**config.mk**
```make
export PLATFORM = sky130hd
export DESIGN_NAME = rss_div
export DESIGN_NICKNAME = d
export VERILOG_FILES = /design/src/hdl/rss_pkg.sv /design/src/hdl/rss_div.sv
export SDC_FILE = /design/constraint.sdc
export NUM_CORES = 1
export LEC_CHECK = 0
export BUFFER_PORTS_ARGS = -buffer_cell sky130_fd_sc_hd__buf_2
export CORE_UTILIZATION = 30
export DETAILED_ROUTE_END_ITERATION = 6
export HOLD_SLACK_MARGIN = 0.05
export SLEW_MARGIN = 10
export SYNTH_ARGS = -nofsm -noshare
export SYNTH_HDL_FRONTEND = slang
export SYNTH_SLANG_ARGS = --single-unit
```
**constraint.sdc**
```tcl
create_clock -name clock -period 8.61 [get_ports clock]
set_clock_uncertainty 0.2 [all_clocks]
set_input_delay 1.722 -clock clock [delete_from_list [all_inputs] [get_ports clock]]
set_output_delay 1.722 -clock clock [all_outputs]
set_load 0.005 [all_outputs]
```
**src/hdl/rss_pkg.sv**
```systemverilog
// Shared types, constants and the sine table builder for the ray segment range scanner.
// Depends on nothing; every other file of the block but rss_ram imports it.
`default_nettype none

package rss_pkg;

   localparam int COORD_W = 16;
   localparam int ANG_W   = 16;
   localparam int RANGE_W = 15;
   localparam int IDX_W   = 9;
   localparam int MODE_W  = 2;
   localparam int STAT_W  = 2;
   localparam int CSR_W   = 16;
   localparam int SEG_W   = 4 * COORD_W;
   localparam int DIV_W   = 37;   // magnitude of crossing numerator and denominator

   localparam int DEF_MAX_SEGMENTS = 16;
   localparam int DEF_SCAN_RAYS    = 320;
   localparam int DEF_TRIG_BITS    = 10;

   localparam logic [ANG_W-1:0]   RST_START_ANGLE = 16'd43873;
   localparam logic [ANG_W-1:0]   RST_STEP_ANGLE  = 16'd33;
   localparam logic [RANGE_W-1:0] RST_MAX_RANGE   = 15'd2048;

   localparam longint POLY_C1 = 64'sd421657428;
   localparam longint POLY_C3 = 64'sd173399667;
   localparam longint POLY_C5 = 64'sd21392326;
   localparam longint POLY_C7 = 64'sd1256749;
   localparam longint POLY_C9 = 64'sd43068;
   localparam longint SINE_ONE = 64'sd16384;

   typedef enum logic [MODE_W-1:0] {
      MODE_CLEAR = 2'd0,
      MODE_ADD   = 2'd1,
      MODE_CAST  = 2'd2,
      MODE_NONE  = 2'd3
   } rss_mode_type;

   typedef enum logic [STAT_W-1:0] {
      STAT_OK    = 2'd0,
      STAT_FULL  = 2'd1,
      STAT_RANGE = 2'd2
   } rss_status_type;

   typedef enum logic [1:0] {
      CSR_START_ANGLE = 2'd0,
      CSR_STEP_ANGLE  = 2'd1,
      CSR_MAX_RANGE   = 2'd2
   } rss_csr_type;

   typedef enum logic [3:0] {
      ST_IDLE,
      ST_ANG,
      ST_TRIG,
      ST_VEC,
      ST_RD,
      ST_DIFF,
      ST_MUL,
      ST_CMP,
      ST_DIV,
      ST_RESP
   } rss_state_type;

   typedef enum logic [1:0] {
      DV_IDLE,
      DV_MUL,
      DV_DIV
   } rss_div_phase_type;

   // Quarter-wave sine in Q14 for table entry n of a 2^bits entry circle.
   function automatic logic [RANGE_W-1:0] quarter_sine(input int n, input int bits);
      longint x;
      longint x2;
      longint t;
      x  = longint'(n) <<< (18 - bits);
      x2 = (x * x) >>> 16;
      t  = POLY_C9;
      t  = POLY_C7 - ((t * x2) >>> 16);
      t  = POLY_C5 - ((t * x2) >>> 16);
      t  = POLY_C3 - ((t * x2) >>> 16);
      t  = POLY_C1 - ((t * x2) >>> 16);
      t  = (t * x + (64'sd1 <<< 29)) >>> 30;
      if (t > SINE_ONE) begin
         t = SINE_ONE;
      end
      return RANGE_W'(t);
   endfunction

endpackage

`default_nettype wire

```
**src/hdl/rss_div.sv**
```systemverilog
// Shift-add multiplier followed by a restoring divider for the crossing range.
// Depends on rss_pkg. Computes round-half-up(num * rng / den) for num < den.
`default_nettype none

module rss_div import rss_pkg::*; (
   input  wire logic               clock,
   input  wire logic               reset,
   input  wire logic               start,
   input  wire logic [DIV_W-1:0]   num,
   input  wire logic [DIV_W-1:0]   den,
   input  wire logic [RANGE_W-1:0] rng,
   output logic                    done_ff,
   output logic [RANGE_W-1:0]      quot_ff
);

   localparam int PW = DIV_W + RANGE_W;   // width of num * rng
   localparam int XW = PW + 2;            // width of 2 * num * rng + den
   localparam int RW = DIV_W + 2;         // partial remainder width
   localparam int CNT_W = $clog2(RANGE_W);

   rss_div_phase_type     phase_ff;
   logic [CNT_W-1:0]      cnt_ff;
   logic [PW-1:0]         acc_ff;
   logic [PW-1:0]         acc_in;
   logic [DIV_W-1:0]      num_ff;
   logic [DIV_W-1:0]      den_ff;
   logic [RANGE_W-1:0]    rng_ff;
   logic [RW-1:0]         rem_ff;
   logic [RANGE_W-1:0]    xlo_ff;
   logic [XW-1:0]         x_full;
   logic [RW-1:0]         trial;
   logic [RW-1:0]         divisor;
   logic                  fits;

   always_comb begin
      acc_in  = {acc_ff[PW-2:0], 1'b0} + (rng_ff[cnt_ff] ? PW'(num_ff) : '0);
      x_full  = {1'b0, acc_in, 1'b0} + XW'(den_ff);
      trial   = {rem_ff[RW-2:0], xlo_ff[RANGE_W-1]};
      divisor = {1'b0, den_ff, 1'b0};
      fits    = trial >= divisor;
   end

   always_ff @(posedge clock) begin
      if (reset) begin
         phase_ff <= DV_IDLE;
         done_ff  <= 1'b0;
      end else begin
         done_ff <= 1'b0;
         case (phase_ff)
            DV_IDLE: begin
               if (start) begin
                  phase_ff <= DV_MUL;
               end
            end
            DV_MUL: begin
               if (cnt_ff == '0) begin
                  phase_ff <= DV_DIV;
               end
            end
            DV_DIV: begin
               if (cnt_ff == '0) begin
                  phase_ff <= DV_IDLE;
                  done_ff  <= 1'b1;
               end
            end
            default: phase_ff <= DV_IDLE;
         endcase
      end
   end

   always_ff @(posedge clock) begin
      case (phase_ff)
         DV_IDLE: begin
            num_ff <= num;
            den_ff <= den;
            rng_ff <= rng;
            acc_ff <= '0;
            cnt_ff <= CNT_W'(RANGE_W - 1);
         end
         DV_MUL: begin
            acc_ff <= acc_in;
            cnt_ff <= cnt_ff - 1'b1;
            if (cnt_ff == '0) begin
               // The quotient is below 2^RANGE_W, so the high part is below the divisor.
               rem_ff <= x_full[XW-1:RANGE_W];
               xlo_ff <= x_full[RANGE_W-1:0];
               cnt_ff <= CNT_W'(RANGE_W - 1);
            end
         end
         DV_DIV: begin
            rem_ff  <= fits ? trial - divisor : trial;
            xlo_ff  <= {xlo_ff[RANGE_W-2:0], 1'b0};
            quot_ff <= {quot_ff[RANGE_W-2:0], fits};
            cnt_ff  <= cnt_ff - 1'b1;
         end
         default: cnt_ff <= cnt_ff;
      endcase
   end

endmodule

`default_nettype wire

```
After elaboration in Yosys (flattened, before gate mapping)
Cells that the tools add are included.
Storage, ports and cells
  flip-flop bits (word level): 215
Cells by class
  add/sub/neg operators: 4
  magnitude comparators: 2
  equal/unequal tests: 5
  multiplexer cells: 16
  bitwise operators: 1
  reduce and logical (&&, ||, !) cells: 8
Operators with widths (number)
  $pmux W51 S2: 1
  $mux W38: 2
  $pmux W38 S2: 1
  $add A53 B37 Y53: 1
  $add A52 B37 Y52: 1
  $ge A39 B38 Y1: 1
  $sub A38 B38 Y38: 1
  $mux W37: 1
  $pmux W15 S2: 1
  $mux W15: 1
  $pmux W4 S3: 1
  $mux W2: 3
  $ne A2 B2 Y1 const B: 3
  $pmux W2 S3: 1
  $lt A4 B5 Y1 const B: 1
  $bmux W1 S4: 1
  $logic_not A4 Y1: 1
  $mux W4: 1
  $reduce_bool A2 Y1: 2
  $sub A4 B1 Y4 const B: 1
  $reduce_and A3 Y1: 1
  $reduce_bool A3 Y1: 1
  $eq A2 B1 Y1 const B: 1
  $eq A2 B2 Y1 const B: 1
  other kinds (5): 6

Longest topological paths before layout
  word-level depth: 7
  depth in mapped cells: 31
  gate-level depth less buffers: 28

Least setup slack after synthesis
No wires, ideal clock.
  path kind: register to register
  start: reg cnt_ff[0]
  end: reg rem_ff[34] (data pin)
  setup time: 0.260 ns
  data arrival time: 6.815 ns
  setup slack: 1.335 ns
  cell stages (with the launch flop): 31
  path buffers: 3
  path through: edfxtp_1 -> clkbuf_1 -> mux4_2 -> mux4_2 -> clkbuf_1 -> clkbuf_1 -> and2_1 -> ha_1 -> fa_1 -> a211oi_1 -> o21a_1 -> o21a_1 -> a311o_1 -> nand2_1 -> nor2_1 -> o21ba_2 -> o21bai_1 -> a21oi_1 -> xnor2_1 -> ha_1 -> nand3_1 -> nor3_1 -> nand3_1 -> o211ai_1 -> nor4_1 -> a221oi_1 -> or4b_1 -> nor2_1 -> nand3b_1 -> xor2_1 -> mux2_2
Between the ends
  longest elaborated chain between the ends: 7
RTL lines
  from (decl): RTL line rss_div.sv:22  | logic [CNT_W-1:0] cnt_ff;
  from (signal assigned): RTL line rss_div.sv:78  | cnt_ff <= CNT_W'(RANGE_W - 1);
  from (signal assigned): RTL line rss_div.sv:82  | cnt_ff <= cnt_ff - 1'b1;
  from (signal assigned): RTL line rss_div.sv:87  | cnt_ff <= CNT_W'(RANGE_W - 1);
  $bmux W1 S4: RTL line rss_div.sv:36  | acc_in = {acc_ff[PW-2:0], 1'b0} + (rng_ff[cnt_ff] ? PW'(num_ff) : '0);
  $mux W1 (implied by the code): RTL line rss_div.sv:36
  $mux W37: RTL line rss_div.sv:36
  $add A52 B37 Y52: RTL line rss_div.sv:36
  net acc_in[33]: RTL line rss_div.sv:24  | logic [PW-1:0] acc_in;
  $add A53 B37 Y53: RTL line rss_div.sv:37  | x_full = {1'b0, acc_in, 1'b0} + XW'(den_ff);
  $mux W38: RTL line rss_div.sv:83  | if (cnt_ff == '0) begin
  $pmux W38 S2: RTL line rss_div.sv:72  | case (phase_ff)
  to (signal assigned): RTL line rss_div.sv:85  | rem_ff <= x_full[XW-1:RANGE_W];
  to (signal assigned): RTL line rss_div.sv:91  | rem_ff <= fits ? trial - divisor : trial;
  to (decl): RTL line rss_div.sv:28  | logic [RW-1:0] rem_ff;
The timed path passes the listed nets, and every way through them passes these cells. The select of a mux whose other input is x is not followed.
A chain may end at the register's enable or synchronous reset.

Worst setup path in the final report
  start: reg cnt_ff[0]
  end: reg rem_ff[35] (data pin)
The elaborated chain is that of the path after synthesis.

==> impl_metrics.json <==
{
  "synth_xor_area_frac": 0.06845,
  "grt_pass1_vias": 11364,
  "synthAdderAreaFrac": 0.1001,
  "syn_inst": 1477,
  "wl_per_cell_um": 17.14,
  "drv_slew": 0,
  "grt_first_pass_wirelength_um": 61690,
  "gp_congestion": 0.8954,
  "die_h_um": 224.4,
  "hold_start": "quot_ff[6]$_DFFE_PP_",
  "post-dp-hpwl_um": 29880,
  "synthSimpleGateAreaFrac": 0.1580,
  "cts_root_buf": "clkbuf_16",
  "ys_types": 87,
  "setup_violations": 0,
  "fp.dieArea_sq_mm": 0.05037,
  "syn_area_sq_mm": 0.01484,
  "slowest_delay_ns": 0.76,
  "clk_latency_ns": 0.58,
  "placementRows": 81,
  "pwr-share-comb": 0.464,
  "htreeDepth": 1,
  "first_iter_violations": 897,
  "crit_family": "compound AO/OA/AOI/OAI gates",
  "grt_max_degree": 75,
  "layout_common_cells": "edfxtp_1, a21oi_1, ha_1",
  "die_w_um": 224.4,
  "crit_fanout": 38,
  "slew_headroom": 0.2795,
  "p_clk_frac": 0.240,
  "path_common_cell": "a21oi_1",
  "power.density_mw_per_mm2": 299.8,
  "arrival_ns": 8.19,
  "critPathSlowestCell": "mux4_2",
  "place.port_buffers": 107,
  "grt_usage": 0.1545,
  "synth_edf_count": 212,
  "n_antenna_cell": 0,
  "p_switching_uw": 1988,
  "clk_pin_slew_ns": 0.06,
  "fin_setup_tns_ns": 0,
  "routed_wl_um": 38670,
  "max_cap_viol_count": 0,
  "first_pass_iters": 6,
  "ir_drop_v": 0.0001519,
  "cts_sinks": 215,
  "fin_nets": 1780,
  "ys_ff_latch": 215,
  "area_delta_synth_final_pct": 14.57,
  "post-route-period-util": 0.9372,
  "rsz0062_at_grt": "no",
  "worstPathCellList": "mux4_2 -> mux4_2 -> and2_1 -> ha_1 -> o211ai_1 -> o21ai_0 -> o21bai_1 -> a21oi_2 -> a21oi_1 -> o21ai_0 -> a21oi_1 -> xnor2_1 -> ha_1 -> and4_1 -> and3_1 -> nand2_1 -> a21oi_1 -> o211ai_1 -> a211o_1 -> a32oi_1 -> nor4bb_4 -> nand2_2 -> xor2_1 -> mux2_2",
  "crit_required_ns": 8.73,
  "avgSynthCellArea_sq_um": 10.05,
  "synth-seq-area-share": 0.4329,
  "worst_slew_pin_slew_ns": 1.067,
  "fmax_mhz": 123.9,
  "yosys-mux-area-fraction": 0.01871,
  "num_vias": 11521,
  "ioPinCount": 108,
  "start_kind": "flip-flop",
  "synth_top_flop_cell": "edfxtp_1",
  "cts_tree": "yes",
  "synth_top_family_by_area": "compound AO/OA/AOI/OAI gates",
  "synth-compound-area-share": 0.1849,
  "leakage_uw": 0.006939,
  "reg2reg_from": "cnt_ff[0]$_DFFE_PP_",
  "cp-startpoint": "cnt_ff[0]$_DFFE_PP_",
  "async_reset_ff_frac": 0,
  "fin_crit_ns": 8.069,
  "p_int_uw": 3110,
  "critPathKind": "reg -> reg",
  "drive_above_1_share": 0.1325,
  "antenna_found_initial": 0,
  "vias_per_cell": 5.107,
  "grt.overflow.total": 0,
  "fp.coreArea_sq_mm": 0.04885,
  "p_sw_frac": 0.3900,
  "cp-end-kind": "flip-flop",
  "drtAntennaViolNets": 0,
  "layout_commonest_cell": "edfxtp_1",
  "status": "completed",
  "initial_core_util": 0.3039,
  "hold_viol_final": 0,
  "whs_ns": 0.2450,
  "syn-num-nets": 1686,
  "p_seq_frac": 0.296,
  "worst-path-buf-inv": 0,
  "drc": 0,
  "ctsLongestPathBuffers": 3,
  "cts-buffers-inserted": 27,
  "yosys_warnings": 0,
  "hold_class": "reg -> reg"
}
==> path summary, 6_finish.rpt <==
| check | slack, ns | end | depth (start not counted) |
|---|---|---|---|
| max | 0.54 | rem_ff[35]$_DFFE_PP_ | 24 |
| max reg2reg | 0.54 | rem_ff[35]$_DFFE_PP_ | 24 |
| min reg2reg | 0.25 | quot_ff[7]$_DFFE_PP_ | 0 |
| min | 0.25 | quot_ff[7]$_DFFE_PP_ | 0 |
==> routing by layer <==
layer | up-vias | wire, um | global-route usage
met1 | 5483 | 18230 | 0.2130
li1 | 5657 | - | -
met3 | 70 | 2045 | 0.02378
met5 | - | 0 | 0
met4 | 0 | 1198 | 0.05267
met2 | 311 | 17200 | 0.2459
==> power by group through the flow <==
stage / Sequential (uW) / Clock [uW] / Combinational [uW]
floorplan: 1490 / 0 / 1820
global placement: 1530 / 0 / 2300
CTS: 1510 / 1260 / 2350
detailed placement: 1530 / 0 / 2340
global route: 1530 / 1290 / 2650
finish: 1510 / 1220 / 2370
==> state kept, by name, summed over array words and instances (netlist names) <==
name / cells
acc_ff: 51
cnt_ff: 4
den_ff: 37
done_ff: 1
num_ff: 37
phase_ff: 2
quot_ff: 15
rem_ff: 38
rng_ff: 15
xlo_ff: 15
==> worst reg2reg max path, delay by kind of cell, from the launching register on <==
kind	cells	cell delay, ns
AOI/OAI and AO/OA	11	3.05
muxes	3	1.58
and+or+nand+nor	6	1.35
adders and majority gates	2	0.77
DFF	1	0.53
xor gates and xnor gates	2	0.34
==> kinds of logic after synthesis <==
group / Yosys count
mux: 22
simple gates: 456
fa+ha+maj: 117
flops: 215
compound gates: 426
buf+inv: 125
xor+xnor: 116
==> through the flow <==
stage / utilization / power, uW / cells / cell area (sq um) / setup slack, ns
after global placement: 0.3283 / 3832 / 2206 / 16040 / 0.7459
final: 0.3481 / 5098 / 2256 / 17010 / 0.5410
after global routing: 0.3481 / 5466 / 2256 / 17010 / 0.09716
after CTS: 0.3480 / 5118 / 2256 / 17000 / 0.5627
after detailed placement: 0.3283 / 3865 / 2206 / 16040 / 0.5873
after floorplan: - / 3311 / 1477 / 14840 / 1.335
==> synthesized netlist by cell type (13+ instances only) <==
master / number / area [sq um]
inv_1: 75 / 281.5
nor2b_1: 13 / 81.33
o21ai_0: 86 / 430.4
clkbuf_1: 30 / 112.6
xor2_1: 46 / 402.9
xnor2_1: 70 / 613.1
edfxtp_1: 212 / 6366
a21o_1: 42 / 315.3
o21bai_1: 17 / 127.6
and2_1: 81 / 506.7
ha_1: 114 / 1426
a21oi_1: 151 / 755.7
nand3_1: 30 / 150.1
a211oi_1: 13 / 97.59
a31oi_1: 17 / 106.4
and3_1: 17 / 106.4
nor2_1: 108 / 405.4
nor3_1: 25 / 125.1
nand2_1: 112 / 420.4
==> timing repair <==
| item | in CTS | in global routing |
|---|---|---|
| buffers inserted | 0 | 0 |
| setup endpoints to repair | 0 | 1 |
| hold buffers | 0 | 0 |
| gates resized for setup | 0 | 1 |
==> layout make-up <==
type	instances	area [sq um]
Multi-Input combinational cell	1137	7915
Clock inverter	18	246.5
Fill cell	4964	31840
Tap cell	664	830.8
Clock buffer	32	714.4
Inverter	76	285.3
Sequential cell	215	6426
Timing Repair Buffer	114	588.1
Power figures use the tool's default switching activity.
