[src/hdl/rss_ram.sv]
// Generic single-write, single-read synchronous RAM with registered read data.
// Depends on nothing.
`default_nettype none

module rss_ram #(
   parameter int WIDTH = 64,
   parameter int DEPTH = 16,
   localparam int AW = (DEPTH > 1) ? $clog2(DEPTH) : 1
) (
   input  wire logic             clock,
   input  wire logic             we,
   input  wire logic [AW-1:0]    waddr,
   input  wire logic [WIDTH-1:0] wdata,
   input  wire logic [AW-1:0]    raddr,
   output logic      [WIDTH-1:0] rdata
);

   logic [WIDTH-1:0] mem [DEPTH];

   always_ff @(posedge clock) begin
      if (we) begin
         mem[waddr] <= wdata;
      end
      rdata <= mem[raddr];
   end

endmodule

`default_nettype wire

[config.mk]
export PLATFORM = sky130hd
export DESIGN_NAME = rss_ram
export DESIGN_NICKNAME = d
export VERILOG_FILES = /design/src/hdl/rss_ram.sv
export SDC_FILE = /design/constraint.sdc
export NUM_CORES = 1
export LEC_CHECK = 0
export BUFFER_PORTS_ARGS = -buffer_cell sky130_fd_sc_hd__buf_2
export CORE_MARGIN = 4
export CORE_UTILIZATION = 45
export DETAILED_ROUTE_END_ITERATION = 10
export PLACE_DENSITY = 0.64
export SKIP_CTS_REPAIR_TIMING = 1
export SYNTH_ARGS = -nofsm -noshare
export SYNTH_HDL_FRONTEND = slang
export SYNTH_SLANG_ARGS = --single-unit
[constraint.sdc]
create_clock -name clock -period 17.64 [get_ports clock]
set_input_delay 0.882 -clock clock [delete_from_list [all_inputs] [get_ports clock]]
set_output_delay 0.882 -clock clock [all_outputs]
set_load 0.1 [all_outputs]
# Word-level counts from Yosys, hierarchy flattened
# Memories as Yosys holds them, arrays and structs flattened. A register that Yosys moved wholly into a read port is not among the register bits.
# Cells that the tools add are included.
# classes
add_sub_neg	0
multipliers	0
n_div	0
order_cmp	0
eq_ne	0
shift	0
muxes	2
n_bitwise	0
n_reduce_logical	0
# ops
cell	count
two-way mux 1 bit	2
# totals
reg_bits	0
latch_bits	0
mem_bits_rw	1024
mem_bits_ro	0
inputBits	74
out_inout_bits	64
elab_cells	3
mem_count	1
# memory_table
memory	depth	word_bits	read_ports	rd_ports_with_merged_regs	write_ports	line	source
mem	16	64	1	1	1	18	logic [WIDTH-1:0] mem [DEPTH];

# Depth between registers and ports, before layout
# Gate-level depths: netlist (run 1).
# depth
word_depth	2
mapped_depth	6
depth_no_buf	3

# Worst setup path after synthesis (run 1)
# Ideal clock, no wire load.
# synth_timing
path_kind	input to register
start	input port waddr[2]
end	memory mem[0][0], enable pin
t_arrival_ns	5.745
t_required_ns	17.075
slack_ns	11.329
path_stages	2
n_path_buf	0
path_cell_list	or3b_2 -> nor3_1
# synth_lines
item	line	source
start, declared	12	input wire logic [AW-1:0] waddr,
end, declared	18	
# No word-level cell before the write port.

==> metrics.md, run 1 <==
| Metric | Value |
|---|---|
| Site Rows | ~110 |
| WHS | 0.580 ns |
| Synth warn | 0 |
| Critical-path top delay cell | buf_4 |
| Antenna viol nets, final | 0 |
| Power Density | 122 nW/um^2 |
| Post-synthesis cell area | between 30000 and 40000 um^2 |
| Die area | 92800 um^2 |
| Die Y | roughly 300 um |
| Core ar. | between 80000 and 90000 um^2 |
| Worst VDD drop | 0.0000830 V |
| CTS Buf Count | roughly 110 |
| Io pins | 138 |
| Fmax | about 240 MHz |
| CTS tree | built |
| Routability cong. | 0.710 |
| WP data arrival | about 4.7 ns |
| Relative slew margins | between 30 and 40% |
| IO buf count | approximately 140 |
| Crit path capture type | register |
| First-pass GRT wire length | approximately 130 mm |
| Starting Density | 45.5% |
| Routed WL | ~86 mm |
| Multiplexer share of the synthesized area | ~15% |
| Setup repair after global routing missed its margin | no |
| Register area share after synthesis | between 80% and 90% |
| CP dominant cell by count | buf_4 |
| Worst clock skew | ~0.029 ns |
| Htree depth | 3 |
| Max Slew Vio Count | 0 |
| DR vias | ~18000 |
| Hold path depth | 1 |
| Commonest non-fill, non-tap cell in the layout | edfxtp_1 |
| Number of remaining DRC errors | 0 |
| Reg clk slew, reported paths | 0.06 ns |
| Switching share of power | 22.2% |
| Area added between synthesis and finish | 14.4% |
| 1st-pass router iterations | 5 |
| Outcome | complete, no violations |
| Syn avg cell area | between 20 and 25 um^2 |
| Family with the most delay on the worst path | buffers and inverters |
| HP Class | input port to register |
| Vias per inst | around 5.8 |
| Post-Synth Adder-Cell Area | 0% |
| Net Count, Synth | about 1700 |
| Complex-gate fraction of the synthesized area | between 2 and 2.5% |
| WL/cell | between 20 and 30 um |
| Synth unique cells | 18 |
| Simple-Gate Fraction of Synth Area | less than 1% |
| Setup TNS | 0 ns |
| Combinational power share | 6.6% |
| Post-DP HPWL | approximately 43 mm |
| Top cell type by total area after synthesis | edfxtp_1 |
| Post-Place Cells | 2894 |
| Total grt overflow | 0 |
| Clock buffer depth | 3 |
| Lkg Pwr | about 0.014 uW |
| Delay of the slowest critical-path stage | 0.85 ns |
| MaxCap Viol Count | 0 |
| Yosys reg bits | around 1100 |
| Post-synthesis xor/xnor area fraction | 0% |
| P_sw | around 1200 uW |
| Ranking of synthesized cells by area | edfxtp_1, mux4_2, dfxtp_1 |
| # clock sinks | 1088 |
| GRT Total Usage | between 10% and 20% |
| Largest net degree at the start of global routing | 76 |
| Initial DRC Count | approximately 1700 |
| Final Net Count | slightly below 2000 |
| Final setup vio count | 0 |
| Area post-placement | roughly 42000 um^2 |
| Required time worst endpoint | approximately 18 ns |
| Initial antenna violation count | 19 |
| Critical path peak fanout | slightly above 70 |
| Levels on crit path | 7 |
| Vias in the first global route | 18900 |
| Clk pwr share | 40.9% |
| Fin util | around 52% |
| Final Hold Vio Count | 0 |
| Layout cells sized above 1 | around a third |
| Final cycle utilization of the critical path | 23.6% |
| Crit start category | input port |
| CP bufs+invs | 4 |
| Post-synth top area share | 77.7% |
| Post-layout minimum cycle time | between 4 and 5 ns |
| Most frequent cells in the layout | edfxtp_1, mux4_2, buf_2, a22oi_1, clkbuf_16 |
| Post-route design area | about 45000 um^2 |
| Seq pwr share | a little over half |
| P_int | 4310 uW |
| Die Wd | 305 um |
| Main combinational cell family by area after synthesis | multiplexers |
| Root buffer cell | clkbuf_16 |
| Slew at the pin closest to its max-slew limit | a little over 1 ns |
| Mapped Cells | between 1500 and 2000 |
| Clock Latency Late Sink | ~0.67 ns |
| Setup CP Type | input port to register |
| Non-Filler Instances | 3108 |
| Worst r2r path cells | 3 |
| Crit-path cells | buf_8 > buf_4 > buf_4 > buf_4 > mux4_2 > a22oi_1 > nand2_1 |
[kinds of logic after synthesis]
kind of cell | after synthesis
AOI/OAI and AO/OA | 128
buffers and inverters | 84
DFF | 1088
muxes | 256
and+or+nand+nor | 91
[synth_stat cells]
cell type,number
nand3_1,1
buf_6,13
clkbuf_1,36
nor2b_1,2
edfxtp_1,1024
and2_1,1
a22oi_1,128
nor2_1,13
buf_2,13
buf_4,6
mux4_2,256
buf_1,16
nand2_1,65
or3b_2,1
nand2b_1,2
nor3_1,4
dfxtp_1,64
nand3b_1,2
[path summary, 6_finish.rpt]
check | start | endpoint | slack [ns]
min reg2reg | mem[15][36] | rdata[36] | 0.66
min | wdata[13] | mem[2][13] | 0.58
max | raddr[0] | rdata[40] | 13.47
max reg2reg | mem[3][4] | rdata[4] | 16.26
[sequential cells by signal, summed over array words and instances (netlist names)]
register / flops
mem: 1024
rdata: 64
[power by group through the flow]
| stage | registers, uW | logic, uW | clock network [uW] |
|---|---|---|---|
| floorplan | 3090 | 138 | 0 |
| CTS | 2910 | 368 | 2310 |
| finish | 2910 | 363 | 2260 |
| global route | 2920 | 385 | 2430 |
| global placement | 2960 | 363 | 0 |
| detailed placement | 2970 | 368 | 0 |
[routing by layer]
layer | vias up | GRT usage, % | wire length [um]
met3 | 130 | 3.69 | 6120
met5 | - | 0 | 114
met1 | 9630 | 25.3 | 34600
met2 | 628 | 31.8 | 44200
met4 | 14 | 4.64 | 1440
li1 | 7480 | - | -
[stage by stage]
step | setup WS, ns | power, uW
2_1_floorplan | 11.33 | 3220
3_3_place_gp | 12.64 | 3330
3_5_place_dp | 12.61 | 3330
4_1_cts | 13.33 | 5590
5_1_grt | 12.96 | 5730
6_report | 13.47 | 5540
[cell type report]
type                    instances  area [um^2]
multi-input cells             475         7230
well taps                    1155         1450
diodes                          8         20.0
flip-flops and latches       1088        32000
repair buffers                176          998
fillers                      6671        41700
clock inverters                57          607
clock buffers                 149         2960
Note: power is estimated with default switching activity, not from simulation.
==> inputs of run 2 (changes only) <==
PLACE_DENSITY = 0.66   (was 0.64)
clock period = 3.75 ns   (was 17.64 ns; I/O delays follow)
==> run 2 against run 1 <==
Register-to-register slack worse by 14 ns. Non-clock buffer count up 81. Global-route usage down 0.24 points. Flip-flop and latch count unchanged. Sequential power rose to 4.7 times the previous value. Critical endpoint is now rdata[17]. Largest power group unchanged.
==> metrics.md, run 2 (synthesized netlist as in run 1, its figures left out) <==
| Metric | Value |
|---|---|
| Outcome | complete, no violations |
| Die area | 92800 um^2 (unchanged) |
| Crit path capture type | output port |
| Fill cells | 6560 (-1.7%) |
| Relative slew margins | 35.4% (+4.8 points) |
| Setup TNS | 0 ns (unchanged) |
| Final cycle utilization of the critical path | between 40% and 50% |
| Post-layout minimum cycle time | roughly 1.8 ns |
| Fmax | between 500 and 600 MHz |
| Multi-input gate area | 7260 um^2 (+0.35%) |
| Regs by FF count | mem: 1024 flops, rdata: 64 flops |
| Largest Register | mem |
| Clock Latency Late Sink | 0.67 ns (about the same) |
| Clock buffer depth | 3 (unchanged) |
| First-pass GRT wire length | 128 mm (about the same) |
| Fin util | 53.5% (+1.4 points) |
| Area added between synthesis and finish | 17.6% |
| Reg clk slew, reported paths | 0.06 ns (about the same) |
| Post-Place Worst Slack | 1.44 ns (-11.18 ns) |
| Delay of the slowest critical-path stage | 0.47 ns (-0.38 ns) |
| Vias in the first global route | 19000 (+0.41%) |
| Max reg flops | 1024 (unchanged) |
| GRT Total Usage | 18.5% (-0.24 points) |
| Lkg Pwr | 0.0150 uW (+3.5%) |
| Final setup vio count | 0 (unchanged) |
| Site Rows | 108 (unchanged) |
| Routability cong. | 0.719 (+1.3%) |
| Vias per inst | 5.72 (-0.52%) |
| WL/cell | 26.8 um (-3.5%) |
| Starting Density | 45.5% (unchanged) |
| Htree depth | 3 (unchanged) |
| WP data arrival | 1.57 ns (-3.15 ns) |
| Final Hold Vio Count | 0 (unchanged) |
| Critical path peak fanout | 1 (-99%) |
| Setup repair after global routing missed its margin | no |
| Worst VDD drop | 0.000357 V (+330%) |
| Critical-path top delay cell | buf_2 |
| Reg area | 32000 um^2 (unchanged) |
| Crit-path cells | buf_2 |
| Worst clock skew | 0.0268 ns (-0.00250 ns) |
| Number of remaining DRC errors | 0 (unchanged) |
| Root buffer cell | clkbuf_16 |
| HP Class | input port to register |
| Initial antenna violation count | 8 (-11) |
| Setup CP Type | register to output port |
| Commonest non-fill, non-tap cell in the layout | edfxtp_1 |
| Post-DP HPWL | 43.8 mm (+1.8%) |
| Initial DRC Count | 1955 (+14%) |
| 1st-pass router iterations | 7 (+2) |
| Die Y | 305 um (unchanged) |
| CTS Buf Count | 105 (-2.8%) |
| Layout cells sized above 1 | 31.3% (-0.25 points) |
| Required time worst endpoint | 3.56 ns (-14.63 ns) |
| Antenna viol nets, final | 0 (unchanged) |
| Family with the most delay on the worst path | buffers and inverters |
| Core ar. | 87000 um^2 (unchanged) |
| CTS tree | built |
| Crit start category | register |
| IO buf count | 137 (unchanged) |
| # clock sinks | 1088 (unchanged) |
| Io pins | 138 (unchanged) |
| Final Net Count | 2001 (+4.1%) |
| Slack of the critical path | 1.99 ns (-11.48 ns) |
| Slew at the pin closest to its max-slew limit | 0.966 ns (-0.0736 ns) |
| DR vias | 18200 (+1.6%) |
| Max Slew Vio Count | 0 (unchanged) |
| Most frequent cells in the layout | edfxtp_1, mux4_2, buf_2, a22oi_1, clkbuf_16 |
| CP bufs+invs | 1 (-3) |
| Largest net degree at the start of global routing | 71 (-6.6%) |
| Power Density | 567 nW/um^2 (+360%) |
| Die Wd | 305 um (unchanged) |
| Routed WL | 85.2 mm (-1.5%) |
| Total grt overflow | 0 (unchanged) |
| Overall Power | 26400 uW (+380%) |
| MaxCap Viol Count | 0 (unchanged) |
-- run 2: cell count changes in the layout (fill, tap and decap cells not counted) --
cell,change
clkinv_2,-6
dlygate4sd3_1,+64
bufinv_16,+5
buf_4,-16
clkinv_8,-2
nor3_2,-4
nor3_4,+4
clkbuf_8,+5
clkbuf_16,-3
diode_2,-5
buf_12,+33
inv_16,+1
clkbuf_1,-7
clkinv_1,-4
-- run 2: cell type report --
type,instances,share of cell area (%)
Antenna cell,3,0.0161
Sequential cell,1088,68.8
Clock inverter,51,1.50
Multi-Input combinational cell,475,15.6
Timing Repair Buffer,257,4.68
Tap cell,1155,3.10
Clock buffer,144,6.28
-- run 2: path summary, 6_finish.rpt --
check | startpoint | to | slack [ns] | cells past startpoint
worst min-delay path | waddr[1] | mem[8][18] | 0.14 | 2
worst max register to register | mem[3][1] | rdata[1] | 2.30 | 3
worst max-delay path | rdata[17] | rdata[17] | 1.99 | 1
worst min register to register | mem[14][10] | rdata[10] | 0.66 | 3
-- run 2: per-stage QoR --
stage	std cells	instance area, um^2	hold slack [ns]
finish	3173	46500	0.144
detailed placement	2911	42300	0.574
global placement	2911	42300	0.548
CTS	3106	45900	-0.153
global route	3173	46500	0.146
floorplan	1647	39600	0.286
-- run 2: worst reg2reg max path: cells and delay by family, from the launching register on --
kind             cells  cell delay (ns)
AO/OA/AOI/OAI        1             0.39
multiplexers         1             0.47
flip-flops           1             0.37
AND/OR/NAND/NOR      1             0.10
-- run 2: power by group --
group          leakage, uW  switching [uW]  internal, uW
clock              0.00176            4390          6500
sequential         0.00979            93.2         13600
combinational      0.00345            1280           546
total               0.0150            5760         20600
-- run 2: layer usage --
metal  GRT usage [%]  vias to the layer above  part of all wire (%)
met3            3.35                      112                   7.0
met1            26.6                     9741                    41
li1                -                     7635                     -
met2            30.1                      667                    50
met4            4.23                        6                   1.5
met5               0                        -                 0.048
==> inputs of run 3 (changes only) <==
clock period = 1.6 ns   (was 3.75 ns; I/O delays follow)
==> run 3 against run 2 <==
Critical path depth stayed put. Total power is 130% higher. Non-clock buffer count is 111 higher. Flip-flop and latch count stayed put. Die area stayed put. Cell area is 2.9% higher. Largest cell class unchanged. Hold slack worse by 0.14 ns.
==> metrics.md, run 3 (synthesized netlist as in run 1, its figures left out) <==
| Metric | Value |
|---|---|
| Outcome | complete, no violations |
| Setup CP Type | register to output port |
| P_sw | 13400 uW (+130%) |
| Routed WL | 88.4 mm (+3.8%) |
| Die area | 92800 um^2 (unchanged) |
| Required time worst endpoint | 1.52 ns (-2.04 ns) |
| R2r setup slk | 0.19 ns (-2.11 ns) |
| Crit start category | register |
| Final Hold Vio Count | 0 (unchanged) |
| Switching share of power | 22.1% (+0.25 points) |
| Combinational power share | 7.5% (+0.6 points) |
| Die Y | 305 um (unchanged) |
| Seq pwr share | 52.7% (+0.9 points) |
| GR Layer Usage met2 | 31.0% (+0.91 points) |
| IO buf count | 137 (unchanged) |
| Delay of the slowest critical-path stage | 0.45 ns (-0.02 ns) |
| Vias in the first global route | 19500 (+2.8%) |
| Family with the most delay on the worst path | buffers and inverters |
| Reg clk slew, reported paths | 0.06 ns (about the same) |
| Critical path peak fanout | 1 (unchanged) |
| Clk pwr share | 39.8% (-1.4 points) |
| Core ar. | 87000 um^2 (unchanged) |
| Busiest grt layer | met2 |
| Worst VDD drop | 0.000875 V (+150%) |
| Htree depth | 3 (unchanged) |
| Commonest non-fill, non-tap cell in the layout | edfxtp_1 |
| HP Class | input port to register |
| Clock Latency Late Sink | 0.66 ns (about the same) |
| Io pins | 138 (unchanged) |
| WHS | 0.00743 ns (-0.136 ns) |
| Site Rows | 108 (unchanged) |
| Area post-placement | 43800 um^2 (+3.6%) |
| Reg area | 32000 um^2 (unchanged) |
| Fin util | 55.0% (+1.5 points) |
| WP data arrival | 1.48 ns (-0.09 ns) |
| Vias per inst | 5.70 (-0.39%) |
| Antenna viol nets, final | 0 (unchanged) |
| CTS Buf Count | 104 (-0.95%) |
| Starting Density | 45.5% (unchanged) |
| 1st-pass router iterations | 5 (-2) |
| First-pass GRT wire length | 132 mm (+3.2%) |
| Fmax | 639 MHz |
| Clock buffer depth | 3 (unchanged) |
| Max Slew Vio Count | 0 (unchanged) |
| Final setup vio count | 0 (unchanged) |
| Routability cong. | 0.742 (+3.3%) |
| Relative slew margins | 66.0% (+31 points) |
| Layout cells sized above 1 | 34.4% (+3.1 points) |
| Initial antenna violation count | 6 (-2) |
| # clock sinks | 1088 (unchanged) |
| Largest net degree at the start of global routing | 38 (-46%) |
| Crit-path cells | buf_2 |
| GRT Total Usage | 19.2% (+0.67 points) |
| Die Wd | 305 um (unchanged) |
| Setup TNS | 0 ns (unchanged) |
| Slew at the pin closest to its max-slew limit | 0.513 ns (-0.453 ns) |
| Met1 usage | 26.9% (+0.35 points) |
| P_int | 47500 uW (+130%) |
| Max reg flops | 1024 (unchanged) |
| Critical-path top delay cell | buf_2 |
| MaxCap Viol Count | 0 (unchanged) |
| Setup repair after global routing missed its margin | no |
| Post-DP HPWL | 52.2 mm (+19%) |
| Largest Register | mem |
| Post-layout minimum cycle time | between 1.5 and 2 ns |
| Power Density | 1270 nW/um^2 (+120%) |
| Number of remaining DRC errors | 0 (unchanged) |
| Crit path capture type | output port |
| CTS tree | built |
| Worst clock skew | 0.0133 ns (-0.0135 ns) |
| Post-route design area | 47900 um^2 (+2.9%) |
| Fill cells | 6417 (-2.2%) |
| Area added between synthesis and finish | 21.0% |
| DR vias | 18700 (+3.0%) |
| Regs by FF count | mem: 1024 flops, rdata: 64 flops |
| Lkg Pwr | 0.0156 uW (+4.3%) |
| Met3 Resource Use GR | 4.40% (+1.0 points) |
| CP bufs+invs | 1 (unchanged) |
| Final Net Count | 2111 (+5.5%) |
| WL/cell | 27.0 um (+0.41%) |
| Multi-input gate area | 7290 um^2 (+0.45%) |
| Final cycle utilization of the critical path | a little over nine tenths |
| Root buffer cell | clkbuf_16 |
| Initial DRC Count | 2233 (+14%) |
| Most frequent cells in the layout | edfxtp_1, mux4_2, a22oi_1, buf_2, clkbuf_16 |
| Total grt overflow | 0 (unchanged) |
run 3: cell count changes in the layout (fill, tap and decap cells not counted), moves of 3 or more:
cell / change
buf_12: +54
buf_2: -10
buf_4: +55
bufinv_16: -3
clkbuf_4: +7
clkbuf_8: -10
clkinv_1: +10
clkinv_2: +5
dlygate4sd3_1: +3
run 3: layout make-up:
type | count | area share (%)
Sequential cell | 1088 | 66.9
Multi-Input combinational cell | 475 | 15.2
Timing Repair Buffer | 368 | 7.79
Clock buffer | 131 | 5.75
Tap cell | 1155 | 3.02
Clock inverter | 59 | 1.29
Antenna cell | 5 | 0.0261
run 3: through the flow:
step | cells | worst slack (ns) | power, uW
after CTS | 3209 | -0.121 | 61300
final | 3281 | 0.0361 | 60900
after global placement | 3019 | -0.103 | 37100
after global routing | 3278 | 0.00795 | 63100
after floorplan | 1647 | -0.948 | 35500
after detailed placement | 3019 | -0.0937 | 37200
run 3: metal layers:
layer  share of wire, %  up-vias
met2                 50      759
li1                   -     7851
met5              0.031        -
met1                 41     9965
met3                7.8      126
met4                1.9        4
run 3: power groups by stage:
stage	clock [uW]	sequential, uW	combinational, uW
3_3_place_gp	0	32700	4390
4_1_cts	24700	32100	4470
2_1_floorplan	0	34000	1540
6_report	24200	32100	4580
3_5_place_dp	0	32700	4460
5_1_grt	26100	32100	4840
run 3: worst register-to-register path: stages, from the launching register on:
cell,delay [ns]
edfxtp_1,0.36
mux4_2,0.47
a22oi_1,0.25
nand2_1,0.17
run 3: final timing paths:
kind,startpoint,end,cells past startpoint
setup reg to reg,mem[11][55],rdata[55],3
setup / recovery,rdata[29],rdata[29],1
hold reg to reg,mem[15][52],rdata[52],3
hold / removal,raddr[2],rdata[13],4
